$ cat config.mk
export PLATFORM = sky130hd
export DESIGN_NAME = qoc_mul
export DESIGN_NICKNAME = d
export VERILOG_FILES = /design/src/qoc_mul.sv
export SDC_FILE = /design/constraint.sdc
export NUM_CORES = 2
export LEC_CHECK = 0
export BUFFER_PORTS_ARGS = -buffer_cell sky130_fd_sc_hd__buf_4
export CORE_UTILIZATION = 55
export DETAILED_ROUTE_END_ITERATION = 16
export HOLD_SLACK_MARGIN = 0.12
export PLACE_DENSITY_LB_ADDON = 0.3
export REMOVE_ABC_BUFFERS = 1
export SLEW_MARGIN = 20
export SYNTH_ARGS = -nofsm -noshare
export SYNTH_HDL_FRONTEND = slang
export SYNTH_SLANG_ARGS = --single-unit
$ cat constraint.sdc
create_clock -name clock -period 15.4 [get_ports clock]
set_clock_uncertainty 0.2 [all_clocks]
set_input_delay 2.31 -clock clock [delete_from_list [all_inputs] [get_ports clock]]
set_output_delay 2.31 -clock clock [all_outputs]
set_load 0.05 [all_outputs]
$ cat src/qoc_mul.sv
// ----------------------------------------------------------------------------
// qoc_mul
// Shared 32x32 unsigned multiplier with registered product.
// ----------------------------------------------------------------------------
`default_nettype none
module qoc_mul (
   input  wire logic        clock,
   input  wire logic [31:0] op_a,
   input  wire logic [31:0] op_b,
   output logic      [63:0] prod
);
   logic [63:0] prod_ff;
   logic [63:0] prod_in;

   assign prod_in = op_a * op_b;

   always_ff @(posedge clock) begin
      prod_ff <= prod_in;
   end

   assign prod = prod_ff;
endmodule
`default_nettype wire

Word-level counts from Yosys, hierarchy flattened --
Cells that the tools add are included.
Cells by class: multiply operators 1
Operators by type and width (number):
- multiplier 32 x 32 -> 64 bit | 1
Word-level totals: bits in registers 64, input bits 65, output and inout bits 64

Logic depth before layout (Yosys ltp) --
depth in word-level cells 1, gate-level depth with buffers 29

Least setup slack after synthesis --
Ideal clock, no wire load.
path kind input port to flip-flop, start in op_a[25], end reg prod_ff[62] (netlist: prod[62]), arrival time 8.986 ns, required time 15.128 ns, slack 6.142 ns, stages 25, path through clkbuf_1 nand2_1 fa_1 inv_1 fa_1 inv_1 fa_1 inv_1 fa_1 fa_1 fa_1 fa_1 inv_1 fa_1 inv_1 ha_1 buf_2 nand4_1 or4_1 or3_1 a31oi_1 a31o_2 a211oi_1 o21ai_1 xor2_1
Between the ends: cells in the longest elaborated chain, start to end 1
Ends and longest elaborated chain:
- start, declared | RTL line 8 | input wire logic [31:0] op_a,
- multiplier 32 x 32 -> 64 bit | RTL line 15 | assign prod_in = op_a * op_b;
- via prod_in[62] | RTL line 13 | logic [63:0] prod_in;
- end signal, assigned | RTL line 18 | prod_ff <= prod_in;
- end, declared | RTL line 12 | logic [63:0] prod_ff;
The timed path passes the listed nets, and every way through them passes these cells.

Worst setup path after layout --
start in op_a[22], end reg prod_ff[62] (netlist: prod[62])
Same word-level chain as after synthesis.

==> key figures <==
Timing
  • Slew @ Worst Pin: 0.770 ns
  • Final worst slack: 5.58 ns
  • TNS Setup: 0 ns
  • Fin Hold WS: 2.23 ns
  • RSZ-0062 raised after global routing: no
  • Slew headroom: 48.1%
  • Fmax: 0.102 GHz
  • Final worst path period share: ~64%
  • Setup violators final: 0
  • Final Critical Period: approximately 9.8 ns
  • Final Hold Vio Count: 0
  • Final Max Tran Viols: 0

Min path
  • Tightest Hold Check Type: in -> reg
  • Hold-critical path depth: 2
  • Min-delay src: op_a[0]
  • Hold Path Sink: prod[0]$_DFF_P_

Clock tree
  • CTS Hold Bufs: 0
  • # clock sinks: 64
  • Clock Tree Buf Depth: 2
  • Clock slew at reported path FFs: around 0.06 ns
  • CTS H-tree depth: 3
  • CTS tree: done
  • Num CTS Buffers: 9
  • Post-CTS setup buffers: 0
  • Clock Root Buffer: clkbuf_16
  • Post-CTS sizing: 0

Worst setup path
  • CP Capture Type: register
  • CP max stage cell: fa_1
  • WP data arrival: 9.92 ns
  • Worst-path maximum fanout: 32
  • CP Launch Point: op_a[22]
  • CP Buf/Inv Count: 6
  • CP peak stage delay: 0.56 ns
  • Crit start category: primary input
  • Worst-path cell chain: buf_4 > nand2_1 > fa_1 > inv_1 > fa_1 > inv_1 > fa_1 > inv_1 > fa_1 > fa_1 > fa_1 > fa_1 > inv_1 > fa_1 > inv_1 > ha_1 > nand4_1 > or4_1 > or3_1 > a31oi_1 > a31o_2 > a211oi_1 > o21ai_1 > xor2_1
  • Crit path top cell by count: fa_1
  • Crit path kind: in -> reg
  • Worst Path Required: approximately 16 ns
  • CP delay by family, top: adder cells

Synth
  • Distinct cells, synth: 56
  • Average instance area after synthesis: 9.21 µm²
  • Yosys synthesis warning count: 0
  • Top cells by area, synth: fa_1 52%, and2_1 11%, ha_1 9.5%
  • Asr flop ratio synth: 0%
  • Most common cell in the netlist: fa_1
  • Synth area leader: fa_1
  • Synthesized area: between 30000 and 40000 µm²
  • Top cells by count, synth: 896 x fa_1, 863 x inv_1, 603 x and2_1
  • Yosys reg bits: 64
  • Register area share after synthesis: 3.70%
  • Synth Flop Type: dfxtp_1
  • Yosys top cell area share: 51.8%
  • Post-synth EDFFs: 0
  • Post-Synthesis Cells: 3758

GRT
  • First-pass GRT wire length: 150 mm
  • Total track usage: 30.7%
  • Initial antenna violation count: 2
  • Pin count of the biggest net entering global routing: 33
  • Vias in the first global route: 27400
  • Gr ovfl total: 0

Placement
  • Port Buf Inserts: about 130
  • Detailed placement HPWL: 71.7 mm
  • DP Worst Slack: 5.24 ns
  • Placed cells: 4496
  • Routability cong.: 0.970

Finish
  • Layout cells sized above 1: between 4 and 5%
  • NumNets Final: around 4900
  • Filler Cell Count: 5500
  • Max FFs per register: 64
  • Cell Count, Final, Fillers Out: 4513
  • Area growth syn-to-layout: 4.19%

Floorplanning
  • Die width: 253 µm
  • Die ar.: roughly 64000 µm²
  • # IOs: ~130
  • Initial Utilization: 55.9%
  • # rows: 91
  • Core Region: 61900 µm²
  • DIE HEIGHT: 253 µm

Routing
  • Post-route ant nets: 0
  • DRT Pass-1 Iters: 5
  • Vias per inst: 5.52
  • Mean routed wirelength per cell: 20.2 µm
  • DRC violations left: 0
  • Vias: 24900
  • Initial DRC count: 1612
  • Routed wire length: 91.3 mm

Run status
  • Status: completed

Run
  • Max-Cap Viols: 0
routing by layer:
metal	global-route usage [%]	part of all wire [%]	up-vias
li1	-	-	10700
met3	5.62	9.4	175
met4	8.03	2.8	0
met5	0	0	-
met1	42.6	41	13000
met2	49.8	47	1045
worst max path at each step:
stage,end,slack (ns),cells past startpoint
final,prod[62]$_DFF_P_,5.58,24
after global routing,prod[62]$_DFF_P_,5.21,25
after CTS,prod[62]$_DFF_P_,5.63,24
after detailed placement,prod[62]$_DFF_P_,5.24,24
after global placement,prod[62]$_DFF_P_,5.36,24
after floorplan,prod[62]$_DFF_P_,6.43,22
cell type report:
class / count / area, µm² / area share (%)
diodes: 1 / 2.50 / 0.00694
clock buffers: 9 / 225 / 0.624
clock inverters: 7 / 78.8 / 0.218
inverters: 863 / 3240 / 8.98
multi-input cells: 2604 / 29200 / 81.1
flip-flops and latches: 64 / 1280 / 3.55
well taps: 837 / 1050 / 2.90
repair buffers: 128 / 961 / 2.66
through the flow:
step,util (%),area [µm²]
after floorplan,-,33800
final,58.2,36100
after CTS,58.2,36100
after global placement,57.8,35800
after global routing,58.2,36100
after detailed placement,57.8,35800
cells in the final DEF (no fill, tap or decap), types with 28 or more instances in the layout:
cell,instances
dfxtp_1,64
ha_1,263
nand2_1,478
o21ai_0,28
xnor2_1,33
a21oi_1,68
buf_4,128
inv_1,863
and2_1,603
fa_1,896
a21o_1,37
kinds of logic (layout without fill, tap and decap cells):
family,Yosys count,in the layout,share of synthesized area [%]
multiplexers,1,1,0.0289
flip-flops,64,64,3.70
buffers and inverters,1090,1007,11.9
other,0,1,0
AND/OR/NAND/NOR,1180,1180,17.7
adder cells (fa/ha/maj),1159,1159,61.3
AO/OA/AOI/OAI,205,205,3.92
XOR/XNOR,59,59,1.49
Power is left out: the tool's default activity adds up to more than one toggle a clock period on the data nets, which glitch-free logic cannot reach.
